### src/rtl/dsrt_pkg.sv
// Package for the datagram slice reassembly tracker.
// Types, constants and controller/datapath interface structs; no dependencies.
`default_nettype none
package dsrt_pkg;

	localparam int SLOTS      = 8;
	localparam int SLOT_W     = $clog2(SLOTS);
	localparam int MAX_SLICE  = 4096;
	localparam int WORD_W     = 64;
	localparam int BIT_W      = $clog2(WORD_W);
	localparam int WIDX_W     = $clog2(MAX_SLICE / WORD_W + 1);
	localparam int MADDR_W    = SLOT_W + WIDX_W;
	localparam int MDEPTH     = 1 << MADDR_W;
	localparam logic [WIDX_W-1:0] WORDS_LAST = WIDX_W'(MAX_SLICE / WORD_W);
	localparam logic [15:0] MAX_SLICE_V = 16'(MAX_SLICE);

	localparam logic [2:0] EV_REJECT   = 3'd0;
	localparam logic [2:0] EV_COMPLETE = 3'd1;
	localparam logic [2:0] EV_OVERFLOW = 3'd2;
	localparam logic [2:0] EV_TIMEOUT  = 3'd3;
	localparam logic [2:0] EV_FULL     = 3'd4;

	localparam logic [1:0] ORD_UNKNOWN = 2'd0;
	localparam logic [1:0] ORD_LITTLE  = 2'd1;
	localparam logic [1:0] ORD_BIG     = 2'd2;

	localparam logic [1:0] CFG_TOTAL_LIMIT = 2'd0;
	localparam logic [1:0] CFG_SLICE_LIMIT = 2'd1;
	localparam logic [1:0] CFG_TIMEOUT     = 2'd2;

	localparam logic [20:0] TOTAL_LIMIT_RST = 21'd1048576;
	localparam logic [12:0] SLICE_LIMIT_RST = 13'd4096;
	localparam logic [15:0] TIMEOUT_RST     = 16'd300;
	localparam logic [15:0] HDR_LEN         = 16'd8;

	typedef struct packed {
		logic        command;
		logic [63:0] header_bytes;
		logic [15:0] datagram_length;
		logic [31:0] now_ms;
	} in_item_t;

	typedef struct packed {
		logic [2:0]  event_res;
		logic [15:0] frame_id;
		logic [20:0] received_bytes;
		logic [20:0] total_bytes;
		logic [1:0]  byte_order;
		logic        last;
	} out_item_t;

	typedef struct packed {
		logic accept;
		logic scan_step;
		logic scan_timeout;
		logic clr_run;
		logic dec;
		logic rd;
		logic sb;
		logic chk;
		logic flush;
	} cmd_t;

	typedef struct packed {
		logic can_push;
		logic held_v;
		logic expired;
		logic idx_last;
		logic arrival;
		logic dec_reject;
		logic dec_full;
		logic dec_retot;
		logic chk_over;
		logic chk_eq;
		logic clr_slot_done;
		logic clr_all_done;
	} sts_t;

endpackage
`default_nettype wire

### src/rtl/dsrt_ctrl.sv
// Sequencing state machine for the reassembly tracker.
// Depends on dsrt_pkg; drives dsrt_dp through cmd_t and reads sts_t.
`default_nettype none
module dsrt_ctrl (
	input  wire             clk,
	input  wire             arst_n,
	input  wire             in_valid,
	output logic            in_stall,
	input  dsrt_pkg::sts_t  sts,
	output dsrt_pkg::cmd_t  cmd
);

	typedef enum logic [10:0] {
		ST_RSTCLR   = 11'b000_0000_0001,
		ST_IDLE     = 11'b000_0000_0010,
		ST_SCAN     = 11'b000_0000_0100,
		ST_CLR_SCAN = 11'b000_0000_1000,
		ST_DEC      = 11'b000_0001_0000,
		ST_CLR_TOT  = 11'b000_0010_0000,
		ST_RD       = 11'b000_0100_0000,
		ST_SB       = 11'b000_1000_0000,
		ST_CHK      = 11'b001_0000_0000,
		ST_CLR_END  = 11'b010_0000_0000,
		ST_FLUSH    = 11'b100_0000_0000
	} state_t;

	state_t state_q, state_d, post_scan;

	assign in_stall  = (state_q != ST_IDLE);
	assign post_scan = sts.arrival ? ST_DEC : ST_FLUSH;

	always_comb begin
		state_d = state_q;
		cmd     = '0;
		case (state_q)
			ST_RSTCLR: begin
				cmd.clr_run = 1'b1;
				if (sts.clr_all_done) state_d = ST_IDLE;
			end
			ST_IDLE: begin
				if (in_valid) begin
					cmd.accept = 1'b1;
					state_d    = ST_SCAN;
				end
			end
			ST_SCAN: begin
				if (sts.expired) begin
					if (sts.can_push) begin
						cmd.scan_timeout = 1'b1;
						state_d          = ST_CLR_SCAN;
					end
				end else begin
					cmd.scan_step = 1'b1;
					state_d       = sts.idx_last ? post_scan : ST_SCAN;
				end
			end
			ST_CLR_SCAN: begin
				cmd.clr_run = 1'b1;
				if (sts.clr_slot_done) begin
					cmd.scan_step = 1'b1;
					state_d       = sts.idx_last ? post_scan : ST_SCAN;
				end
			end
			ST_DEC: begin
				if (sts.can_push) begin
					cmd.dec = 1'b1;
					if (sts.dec_reject || sts.dec_full) state_d = ST_FLUSH;
					else if (sts.dec_retot)             state_d = ST_CLR_TOT;
					else                                state_d = ST_RD;
				end
			end
			ST_CLR_TOT: begin
				cmd.clr_run = 1'b1;
				if (sts.clr_slot_done) state_d = ST_RD;
			end
			ST_RD: begin
				cmd.rd  = 1'b1;
				state_d = ST_SB;
			end
			ST_SB: begin
				cmd.sb  = 1'b1;
				state_d = ST_CHK;
			end
			ST_CHK: begin
				if (sts.can_push) begin
					cmd.chk = 1'b1;
					state_d = (sts.chk_over || sts.chk_eq) ? ST_CLR_END : ST_FLUSH;
				end
			end
			ST_CLR_END: begin
				cmd.clr_run = 1'b1;
				if (sts.clr_slot_done) state_d = ST_FLUSH;
			end
			ST_FLUSH: begin
				if (!sts.held_v) begin
					state_d = ST_IDLE;
				end else if (sts.can_push) begin
					cmd.flush = 1'b1;
					state_d   = ST_IDLE;
				end
			end
			default: state_d = ST_IDLE;
		endcase
	end

	always_ff @(posedge clk or negedge arst_n) begin
		if (!arst_n) state_q <= ST_RSTCLR;
		else         state_q <= state_d;
	end

endmodule
`default_nettype wire

### config.mk
export PLATFORM = sky130hd
export DESIGN_NAME = dsrt_ctrl
export DESIGN_NICKNAME = d
export VERILOG_FILES = /design/src/rtl/dsrt_pkg.sv /design/src/rtl/dsrt_ctrl.sv
export SDC_FILE = /design/constraint.sdc
export NUM_CORES = 1
export LEC_CHECK = 0
export BUFFER_PORTS_ARGS = -buffer_cell sky130_fd_sc_hd__buf_4
export CORE_ASPECT_RATIO = 1.5
export CORE_MARGIN = 4
export CORE_UTILIZATION = 35
export DETAILED_ROUTE_END_ITERATION = 10
export PLACE_DENSITY = 0.58
export SLEW_MARGIN = 20
export SYNTH_ARGS = -nofsm -noshare
export SYNTH_HDL_FRONTEND = slang
export SYNTH_SLANG_ARGS = --single-unit
### constraint.sdc
create_clock -name clk -period 2.35 [get_ports clk]
set_input_delay 0.47 -clock clk [delete_from_list [all_inputs] [get_ports clk]]
set_output_delay 0.47 -clock clk [all_outputs]
set_load 0.005 [all_outputs]
# --- Word-level counts from Yosys, hierarchy flattened ---
# Index checks and enable logic that the tools add are counted.
# W data, S select, Z words.
word_totals:
  register_bits: 11
  latchBits: 0
  ram_bits: 0
  rom_bits: 0
  input_bits: 15
  output_inout_bits: 10
  elab_cells: 58
  memories: 0
classes:
  n_addsub: 0
  mul: 0
  div_mod_pow: 0
  n_lt_le_gt_ge: 0
  eq_ne: 21
  shift: 0
  muxes: 32
  bitwise: 0
  reduce_logical: 4
ops:
  columns: ["cell", "count"]
  rows:
  - ["$mux W11", 15]
  - ["$pmux W11 S11", 1]
  - ["$mux W1", 14]
  - ["$ne A2 B2 Y1 const B", 7]
  - ["$eq A11 B1 Y1 const B", 1]
  - ["$eq A11 B10 Y1 const B", 1]
  - ["$eq A11 B11 Y1 const B", 1]
  - ["$eq A11 B2 Y1 const B", 1]
  - ["$eq A11 B3 Y1 const B", 1]
  - ["$eq A11 B4 Y1 const B", 1]
  - ["$eq A11 B5 Y1 const B", 1]
  - ["$eq A11 B6 Y1 const B", 1]
  - ["$eq A11 B7 Y1 const B", 1]
  - ["$eq A11 B8 Y1 const B", 1]
  - ["$eq A11 B9 Y1 const B", 1]
  - ["$ne A11 B2 Y1 const B", 1]
  - ["$reduce_and A9 Y1", 1]
  - ["$mux W7", 1]
  - ["$ne A3 B3 Y1 const B", 2]
  - ["$reduce_or A4 Y1", 1]
  - ["$logic_or A1 B1 Y1", 2]
  - ["$pmux W1 S2", 1]

# --- Longest topological paths before layout ---
# Gate-level depths: netlist of the first run.
depth:
  depth_word: 4
  ltp_mapped: 6
  depth_no_buf: 5

# --- Worst setup path after synthesis of the first run ---
# OpenSTA, ideal clock, no wires.
synth_path:
  path_type: "reg-to-output"
  start: "reg state_q[8]"
  end: "out cmd[6] in the netlist's numbering"
  arrival_ns: 1.357
  required_time_ns: 1.880
  path_slack_ns: 0.523
  path_stages_with_launch: 5
  path_buffers: 1
  path_cell_list: "dfrtp_1 > buf_2 > nor4_4 > nand3_1 > nor3_1"
synth_lines:
  columns: ["item", "line_no", "text"]
  rows:
  - ["from (decl)", "dsrt_ctrl.sv:27", "state_t state_q, state_d, post_scan;"]
  - ["from (signal assigned)", "dsrt_ctrl.sv:108", "else state_q <= state_d;"]
  - ["to (decl)", "dsrt_ctrl.sv:10", "output dsrt_pkg::cmd_t cmd"]

==> results.tsv, run 1 <==
stage	metric	value	unit
sta	Setup Total Neg Slack	0	ps
job	max-cap viol count	0	
global_routing	first-pass GRT wire length	3677	microns
synthesis	mux cell area share after synthesis	0.02388	
synthesis	syn_nets	107	
clock_network	clk slew on worst S/H paths	70	ps
detailed_routing	drt total wl	2357	microns
sta	final hold viol count	0	
pwr	PD cells	691.2	nW/um^2
worst_setup_path	critical path endpoint category	output port	
clock_network	H-tree Lvls	1	
layout	Final Util	0.5105	
clock_network	clk_lat worst skew	270	ps
layout	largest registers	state_q x11	
detailed_routing	vias after detailed routing	883	
clock_network	CTS tree	built	
sta	Final period util	0.9604	
worst_setup_path	most frequent CP cell	buf_4	
sta	Worst Skew	5.456	ps
synthesis	Synth Register Bits	11	
sta	Pins Over Slew Limit	0	
layout	Ant. Diodes	0	
sta	worst-margin pin slew	443.0	ps
synthesis	syn_area_per_cell	9.112	sq um
global_routing	Total GRT Usage	0.1614	
worst_setup_path	Critical Path Max Stage Delay	450	ps
die	chip width	47.96	microns
synthesis	simple-gate portion of the synthesized area	0.3970	
synthesis	area of the mapped netlist	838.3	sq um
global_routing	number of global-route vias before repair	811	
worst_setup_path	Crit Path Category	reg -> out	
synthesis	Top FF cell, synth	dfrtp_1	
worst_setup_path	Critical Path AT	1790	ps
global_routing	GRT Residual Overflow	0	
worst_setup_path	crit start category	flip-flop	
worst_setup_path	r2r worst-path depth	6	
sta	min cycle time layout	2257	ps
global_routing	initial antenna violation count	0	
sta	fmax	443.1	MHz
synthesis	Compound-Gate Fraction of Synth Area	0.1851	
clock_network	CTS Root Cell	clkbuf_4	
detailed_routing	DRT iter0 DRCs	36	
synthesis	sequential fraction of the synthesis area	0.3299	
synthesis	library cells used by synthesis	42	
synthesis	largest area contributor in the netlist	dfrtp_1	
detailed_routing	ANT nets after route	0	
min_path	type of the tightest min-delay check	in -> async	
pwr	VDD IR-drop max	0.0003838	V
worst_setup_path	CP max FO	5	
placed_design	Port Buffers	24	
die	FP Rows	21	
synthesis	largest family of logic cells by synthesized area	simple AND/OR/NAND/NOR gates	
worst_setup_path	Slowest cell on crit path	dfrtp_2	
synthesis	Synth Area in XOR/XNOR	0.02090	
die	die footprint	3258	sq um
detailed_routing	DR vias/cell	5.848	
synthesis	Adder-Cell Fraction of Synth Area	0	
die	Starting Density	0.3710	
synthesis	asr flop ratio synth	1.000	
detailed_routing	DRC	0	
clock_network	Num CTS Buffers	3	
worst_setup_path	critical path cell sequence	nor4_4 -> buf_4 -> nand4_1 -> and3_4 -> o21ai_0 -> buf_4	
synthesis	EDFF count, synth	0	
layout	Area Growth Syn to Fin	37.61	%
placed_design	post-DP HPWL	1828	microns
clock_network	Sink Count	11	
placed_design	routability congestion estimate from global placement	0.8693	
worst_setup_path	Worst EP required	1880	ps
sta	final setup fails	0	
detailed_routing	drt pass-1 iters	4	
worst_setup_path	flop-to-flop setup slack	280	ps
pwr	static leakage	0.5324	nW
detailed_routing	post-DR wirelength/cell	15.61	microns
synthesis	Cells after Synth	92	
synthesis	Synth Warn #	0	
layout	share of layout cells above drive strength 1	0.3828	
synthesis	Synth top area share	0.2985	
die	die height	67.94	microns
layout	Largest register FFs	11	
run_status	status	finished, final reports clean	
synthesis	Synth area leaders	dfrtp_1 30%, nor4_4 5.1%, nor2_1 4.0%	
die	IO Pins	25	
layout	Final Net Count	144	
global_routing	largest net degree at the start of global routing	12	
die	Core Footprint	2260	sq um
layout	Most flops, register	state_q	
sta	relative slew slack	0.7033	
clock_network	CTS max path bufs	2	
==> cell usage after synthesis, types with 3 or more instances <==
cell type and count:
dfrtp_1 10, nor3b_1 4, nor3_1 4, inv_1 6
nand2_1 3, nor2_1 9, o22ai_1 3, nand3_1 4
nand4_1 5, a21oi_1 3
==> layer usage <==
| layer | GRT usage | routed length (microns) |
|---|---|---|
| met3 | 0.02895 | 162 |
| met4 | 0.1077 | 116 |
| met5 | 0 | 0 |
| met1 | 0.1868 | 917 |
| met2 | 0.2583 | 1161 |
==> layout by cell type, fill, tap and decap left out, types with 2 or more instances in the layout <==
cell type	count
nand4_1	5
nor2_1	9
a21oi_1	3
a31oi_1	2
o22ai_1	3
and4_1	2
nor3b_1	3
clkbuf_4	3
mux2i_1	2
nand2_1	3
nor3_2	2
inv_1	6
nand2b_1	2
and3_1	2
nor4_4	2
dfrtp_1	9
buf_4	35
a21o_1	2
o2111ai_1	2
nor3_1	3
nand3_1	4
==> cell families (layout without fill, tap and decap cells) <==
| logic type | count (synthesis) | count (layout) |
|---|---|---|
| simple gates | 48 | 48 |
| mux | 2 | 2 |
| flops | 11 | 11 |
| buf+inv | 9 | 45 |
| compound gates | 20 | 20 |
| xor+xnor | 2 | 2 |
==> critical path: cells and delay by family (launching register included) <==
kind,cells,cell delay (ps)
flops,1,450
buf+inv,2,310
simple gates,3,700
compound gates,1,70
==> power breakdown <==
part	switching [mW]	leakage, nW	internal (mW)
logic	0.205	0.374	0.207
clock network	0.0653	0.0150	0.0657
registers	0.0422	0.144	0.212
total	0.312	0.532	0.485
==> stage by stage <==
stage	area, sq um	total power, mW	setup WS (ps)	hold WS (ps)	instances
after floorplan	838.3	0.4763	522.8	174.4	92
after CTS	1090	0.7429	20.30	26.92	144
after global placement	1049	0.5989	305.4	318.1	138
after global routing	1154	0.8603	-36.30	13.55	151
after detailed placement	1049	0.6031	238.0	318.7	138
final	1154	0.7973	93.11	21.98	151
==> path summary, 6_finish.rpt <==
| kind | from | end |
|---|---|---|
| worst max-delay path | state_q[3] | cmd[5] |
| worst min-delay path | arst_n | state_q[1] |
| worst max register to register | state_q[3] | state_q[5] |
| worst min register to register | state_q[3] | state_q[3] |
| max in group asynchronous | arst_n | state_q[0] |
| min in group clk | sts[0] | state_q[0] |
==> final cells by class <==
cell class,count,area [sq um]
Sequential cell,11,277.8
Multi-Input combinational cell,72,535.5
Clock buffer,4,26.28
Tap cell,23,28.78
Fill cell,220,1106
Timing Repair Buffer,35,262.8
Inverter,6,22.52
==> repair_timing <==
item,CTS,global route
hold buffers,0,0
setup buffers,2,7
resized for setup,0,3
endpoints found under the hold margin,0,0
pin swaps,1,2
endpoints found under the setup margin,2,5
Power figures use the tool's default switching activity.
==> run 2: changes to the inputs <==
CORE_ASPECT_RATIO = not set   (was 1.5)
==> run 2 against run 1 <==
Effect of this change: clock-buffer cell count stayed put; sequential share of layout area is 0.84 points higher; critical path type unchanged; cell count is 0.66% lower; largest cell class unchanged; combinational power is 10% lower; fmax is 0.68% higher; clock power hardly changed; via count is 1.5% lower; die area is 0.50% lower; register-to-register slack better by 110 ps; sequential cell count stayed put; global-route usage is 1.4 points lower; first-iteration DRC count is 28% lower.
==> results.tsv, run 2 (synthesis results as in run 1) <==
stage	metric	value	unit	change
run_status	status	finished, final reports clean		
layout	most frequent cells in the layout	29 x buf_4, 9 x nor2_1, 9 x dfrtp_1		
clock_network	Sink Count	11		unchanged
global_routing	initial antenna violation count	0		unchanged
detailed_routing	vias after detailed routing	870		-1.5%
layout	Area Growth Syn to Fin	32.99	%	
detailed_routing	DRT iter0 DRCs	26		-28%
placed_design	Port Buffers	24		unchanged
clock_network	H-tree Lvls	1		unchanged
layout	Most flops, register	state_q		
die	Core Footprint	2255	sq um	-0.22%
sta	relative slew slack	0.7519		+0.04862
die	die height	56.94	microns	-16%
worst_setup_path	CP Buf/Inv Count	2		unchanged
worst_setup_path	crit start category	flip-flop		
layout	largest registers	state_q x11		
die	Starting Density	0.3718		+0.0008235
detailed_routing	post-DR wirelength/cell	15.69	microns	+0.54%
worst_setup_path	CP delay by family, top	simple AND/OR/NAND/NOR gates		
die	chip width	56.94	microns	+19%
pwr	VDD IR-drop max	0.0004306	V	+12%
worst_setup_path	Slowest cell on crit path	dfrtp_2		
clock_network	clk_lat worst skew	270	ps	about the same
sta	final hold viol count	0		unchanged
worst_setup_path	critical path cell sequence	nor4_4 -> buf_4 -> nand4_1 -> and3_4 -> o21ai_0 -> buf_4		
worst_setup_path	Critical Path AT	1770	ps	-20 ps
clock_network	Hold Buf Count CTS	0		unchanged
detailed_routing	DR vias/cell	5.800		-0.82%
layout	Largest register FFs	11		unchanged
sta	Setup Total Neg Slack	0	ps	unchanged
clock_network	CTS Root Cell	clkbuf_4		
clock_network	Num CTS Buffers	3		unchanged
sta	fmax	446.1	MHz	+0.68%
layout	most common cell after layout, fill and taps aside	buf_4		
global_routing	GRT Residual Overflow	0		unchanged
die	FP Rows	17		-19%
sta	min cycle time layout	2242	ps	-15.15 ps
layout	fillers	226		+2.7%
sta	worst-margin pin slew	366.9	ps	-76.04 ps
detailed_routing	drt pass-1 iters	4		unchanged
layout	share of layout cells above drive strength 1	0.3525		-0.03035
sta	Pins Over Slew Limit	0		unchanged
clock_network	CTS tree	built		
sta	Final period util	0.9539		-0.006447
pwr	PD cells	683.5	nW/um^2	-1.1%
sta	RSZ-0062 raised after global routing	no		
global_routing	first-pass GRT wire length	3836	microns	+4.3%
sta	final setup fails	0		unchanged
placed_design	post-DP HPWL	1819	microns	-0.51%
clock_network	CTS max path bufs	2		unchanged
die	die footprint	3242	sq um	-0.50%
global_routing	number of global-route vias before repair	796		-1.8%
layout	Final Net Count	138		-4.2%
min_path	type of the tightest min-delay check	in -> async		
layout	Final Util	0.4945		-0.01607
detailed_routing	DRC	0		unchanged
layout	area occupied by registers	277.8	sq um	unchanged
worst_setup_path	Crit Path Category	reg -> out		
worst_setup_path	CP max FO	8		+3
worst_setup_path	most frequent CP cell	buf_4		
clock_network	clk slew on worst S/H paths	80	ps	about the same
layout	area of the multi-input gates	535.5	sq um	unchanged
job	max-cap viol count	0		unchanged
sta	Worst Skew	2.939	ps	-2.517 ps
global_routing	largest net degree at the start of global routing	12		unchanged
die	IO Pins	25		unchanged
worst_setup_path	critical path endpoint category	output port		
placed_design	routability congestion estimate from global placement	0.8190		-5.8%
layout	Ant. Diodes	0		unchanged
global_routing	Total GRT Usage	0.1469		-0.01444
worst_setup_path	Worst EP required	1880	ps	about the same
detailed_routing	ANT nets after route	0		unchanged
worst_setup_path	Critical Path Max Stage Delay	470	ps	+20 ps
detailed_routing	drt total wl	2354	microns	-0.13%
pwr	static leakage	0.5033	nW	-5.5%
==> run 2: timing repair <==
action                     in CTS  in global routing
buffers inserted                2                  1
setup endpoints to repair       2                  4
pin swaps                       1                  1
resized for setup               0                  3
==> run 2: power breakdown <==
part | total [mW] | switching [mW] | leakage (nW) | internal [mW]
Sequential | 0.257 | 0.0449 | 0.144 | 0.212
Clock | 0.134 | 0.0683 | 0.0150 | 0.0656
Combinational | 0.371 | 0.197 | 0.345 | 0.173
==> run 2: final timing paths <==
path,from,to,slack [ps],cells past startpoint
worst min-delay path,arst_n,state_q[1],20,1
worst max-delay path,state_q[3],cmd[5],110,6
worst max register to register,state_q[0],state_q[5],390,5
max in group asynchronous,arst_n,state_q[0],2100,1
min in group clk,sts[0],state_q[0],330,2
worst min register to register,state_q[7],state_q[7],610,1
==> run 2: cell type report <==
| cell class | count | area share |
|---|---|---|
| well taps | 28 | 0.03143 |
| inverters | 6 | 0.02020 |
| multi-input cells | 72 | 0.4804 |
| flip-flops and latches | 11 | 0.2492 |
| clock buffers | 4 | 0.02357 |
| repair buffers | 29 | 0.1953 |
==> run 2: layer usage <==
| metal | up-vias | GRT usage | share of wire |
|---|---|---|---|
| met5 | - | 0 | 0 |
| met4 | 0 | 0.04305 | 0.015 |
| met3 | 6 | 0.04299 | 0.075 |
| met2 | 33 | 0.2268 | 0.45 |
| met1 | 413 | 0.1994 | 0.46 |
| li1 | 418 | - | - |
==> run 2: metrics by stage <==
step	cell area (sq um)	hold slack, ps	instances	setup slack, ps	power, mW
2_1_floorplan	838.3	174.4	92	522.8	0.4763
3_3_place_gp	1055	314.7	143	281.2	0.5966
3_5_place_dp	1055	317.9	143	256.9	0.5998
4_1_cts	1096	30.92	149	19.34	0.7362
5_1_grt	1115	31.32	150	17.11	0.8095
6_report	1115	24.42	150	108.3	0.7620
==> run 3: changes to the inputs <==
CORE_UTILIZATION = 50   (was 35)
PLACE_DENSITY = 0.78   (was 0.58)
==> run 3 against run 2 <==
Effect of this change: clock power fell by 4%; core utilization rose by 24 points; highest routed layer unchanged; hold slack got worse by 8.0 ps; setup slack got worse by 56 ps; global-route usage rose by 5.8 points; die area fell by 26%; clock-buffer cell count fell by 1; sequential cell count did not move; critical path depth fell by 2.
==> results.tsv, run 3 (synthesis results as in run 1) <==
stage	metric	value	unit	change
global_routing	number of global-route vias before repair	875		+9.9%
detailed_routing	vias after detailed routing	897		+3.1%
sta	worst-margin pin slew	471.7	ps	+104.8 ps
sta	final hold viol count	0		unchanged
layout	share of layout cells above drive strength 1	0.4048		+0.05230
worst_setup_path	Slowest cell on crit path	dfrtp_2		
clock_network	CTS Root Cell	clkbuf_4		
die	die footprint	2396	sq um	-26%
job	max-cap viol count	0		unchanged
sta	RSZ-0062 raised after global routing	yes		
detailed_routing	drt total wl	2403	microns	+2.1%
global_routing	GRT Residual Overflow	0		unchanged
die	IO Pins	25		unchanged
pwr	PD cells	675.5	nW/um^2	-1.2%
layout	Most flops, register	state_q		
clock_network	Num CTS Buffers	3		unchanged
pwr	combinational share of power	0.496		+0.009
worst_setup_path	flop-to-flop setup slack	220	ps	-170 ps
sta	Worst Skew	0.6435	ps	-2.295 ps
layout	most common cell after layout, fill and taps aside	buf_4		
sta	min cycle time layout	2298	ps	+56.18 ps
global_routing	Total GRT Usage	0.2052		+0.05824
clock_network	Sink Count	11		unchanged
clock_network	CTS max path bufs	2		unchanged
sta	final setup fails	0		unchanged
worst_setup_path	critical path endpoint category	output port		
worst_setup_path	Critical Path AT	1830	ps	+60 ps
clock_network	clk_lat worst skew	270	ps	about the same
sta	fmax	435.2	MHz	-2.4%
pwr	Seq pwr share	0.336		-0.002
detailed_routing	ANT nets after route	0		unchanged
worst_setup_path	crit start category	flip-flop		
die	chip width	48.95	microns	-14%
global_routing	initial antenna violation count	0		unchanged
worst_setup_path	r2r worst-path depth	7		+2
detailed_routing	DRC	0		unchanged
sta	relative slew slack	0.6840		-0.06788
sta	Final period util	0.9778		+0.02391
placed_design	Port Buffers	24		unchanged
pwr	total power	768.3	uW	+0.83%
die	Starting Density	0.5438		+0.1720
min_path	type of the tightest min-delay check	in -> async		
pwr	static leakage	0.5241	nW	+4.1%
global_routing	first-pass GRT wire length	3912	microns	+2.0%
layout	Final Util	0.7378		+0.2434
layout	Ant. Diodes	0		unchanged
layout	post-route cell area	1137	sq um	+2.0%
clock_network	H-tree Lvls	1		unchanged
placed_design	dpl cell area	1032	sq um	-2.1%
layout	largest registers	state_q x11		
detailed_routing	DRT iter0 DRCs	40		+54%
pwr	VDD IR-drop max	0.0005585	V	+30%
pwr	sw frac	0.4070		-0.0006988
clock_network	clk slew on worst S/H paths	70	ps	about the same
worst_setup_path	Crit Path Category	reg -> out		
worst_setup_path	Worst EP required	1880	ps	about the same
placed_design	post-DP HPWL	1765	microns	-2.9%
pwr	NetSw	312.7	uW	+0.66%
layout	Final Net Count	142		+2.9%
global_routing	largest net degree at the start of global routing	12		unchanged
die	Core Footprint	1541	sq um	-32%
layout	Largest register FFs	11		unchanged
layout	most frequent cells in the layout	33 x buf_4, 9 x nor2_1, 7 x dfrtp_1		
layout	area occupied by registers	280.3	sq um	+0.90%
layout	Area Growth Syn to Fin	35.67	%	
placed_design	routability congestion estimate from global placement	0.8598		+5.0%
worst_setup_path	CP max FO	6		-2
die	FP Rows	14		-3
run_status	status	finished, final reports clean		
detailed_routing	post-DR wirelength/cell	16.92	microns	+7.8%
worst_setup_path	Critical Path Max Stage Delay	450	ps	-20 ps
sta	Pins Over Slew Limit	0		unchanged
layout	area of the multi-input gates	539.3	sq um	+0.70%
layout	fillers	112		-50%
detailed_routing	drt pass-1 iters	4		unchanged
clock_network	CTS tree	built		
pwr	Clk pwr share	0.169		-0.007
die	die height	48.95	microns	-14%
pwr	Internal	455.6	uW	+0.95%
worst_setup_path	critical path cell sequence	nor4_4 -> nand3_1 -> nor3_2 -> buf_4		
detailed_routing	DR vias/cell	6.317		+8.9%
run 3: changes by cell type in the layout (fill, tap and decap cells not counted):
cell,previous run,this run
dfrtp_2,1,3
buf_4,29,33
dfrtp_1,9,7
o21ai_2,0,1
o21ai_0,1,0
clkbuf_1,1,0
clkinv_2,0,1
run 3: per-stage QoR:
| stage | setup WS, ps | hold WS (ps) | setup TNS, ps | instances |
|---|---|---|---|---|
| global route | -81.14 | 10.92 | -133.2 | 142 |
| CTS | 52.56 | 13.93 | 0 | 136 |
| finish | 52.09 | 16.41 | 0 | 142 |
| global placement | 294.6 | 312.0 | 0 | 130 |
| detailed placement | 252.3 | 314.9 | 0 | 130 |
| floorplan | 522.8 | 174.4 | 0 | 92 |
run 3: power by group through the flow:
stage / registers, mW / clock network, mW / logic, mW
global route: 0.265 / 0.143 / 0.414
finish: 0.258 / 0.129 / 0.381
CTS: 0.256 / 0.134 / 0.348
detailed placement: 0.260 / 0 / 0.339
floorplan: 0.250 / 0 / 0.227
global placement: 0.256 / 0 / 0.333
run 3: final cells by class:
class	count	share of cell area
multi-input combinational	72	0.4741
clock buffer	3	0.01980
tap	16	0.01760
timing repair buffer	33	0.2178
clock inverter	1	0.004400
sequential	11	0.2464
inverter	6	0.01980
run 3: path summary, 6_finish.rpt:
path | start | endpoint
worst max-delay path | state_q[4] | cmd[6]
worst max register to register | state_q[4] | state_q[4]
min in group clk | sts[0] | state_q[0]
max in group asynchronous | arst_n | state_q[0]
worst min-delay path | arst_n | state_q[5]
worst min register to register | state_q[8] | state_q[8]
run 3: repair_timing:
action,in CTS,in global routing
hold buffers,0,0
buffers inserted,2,6
gates resized for setup,0,7
pin swaps,1,3
endpoints found under the setup margin,3,5
run 3: layer usage:
layer	GRT usage	wire, microns
met3	0.07339	237
met1	0.2500	926
met4	0.08969	51
met5	0	0
met2	0.3217	1187
run 3: worst max-delay path: cells and delay by family (launching register included):
family                 cells  cell delay, ps
buffers and inverters      1             150
flip-flops                 1             450
AND/OR/NAND/NOR            3             960
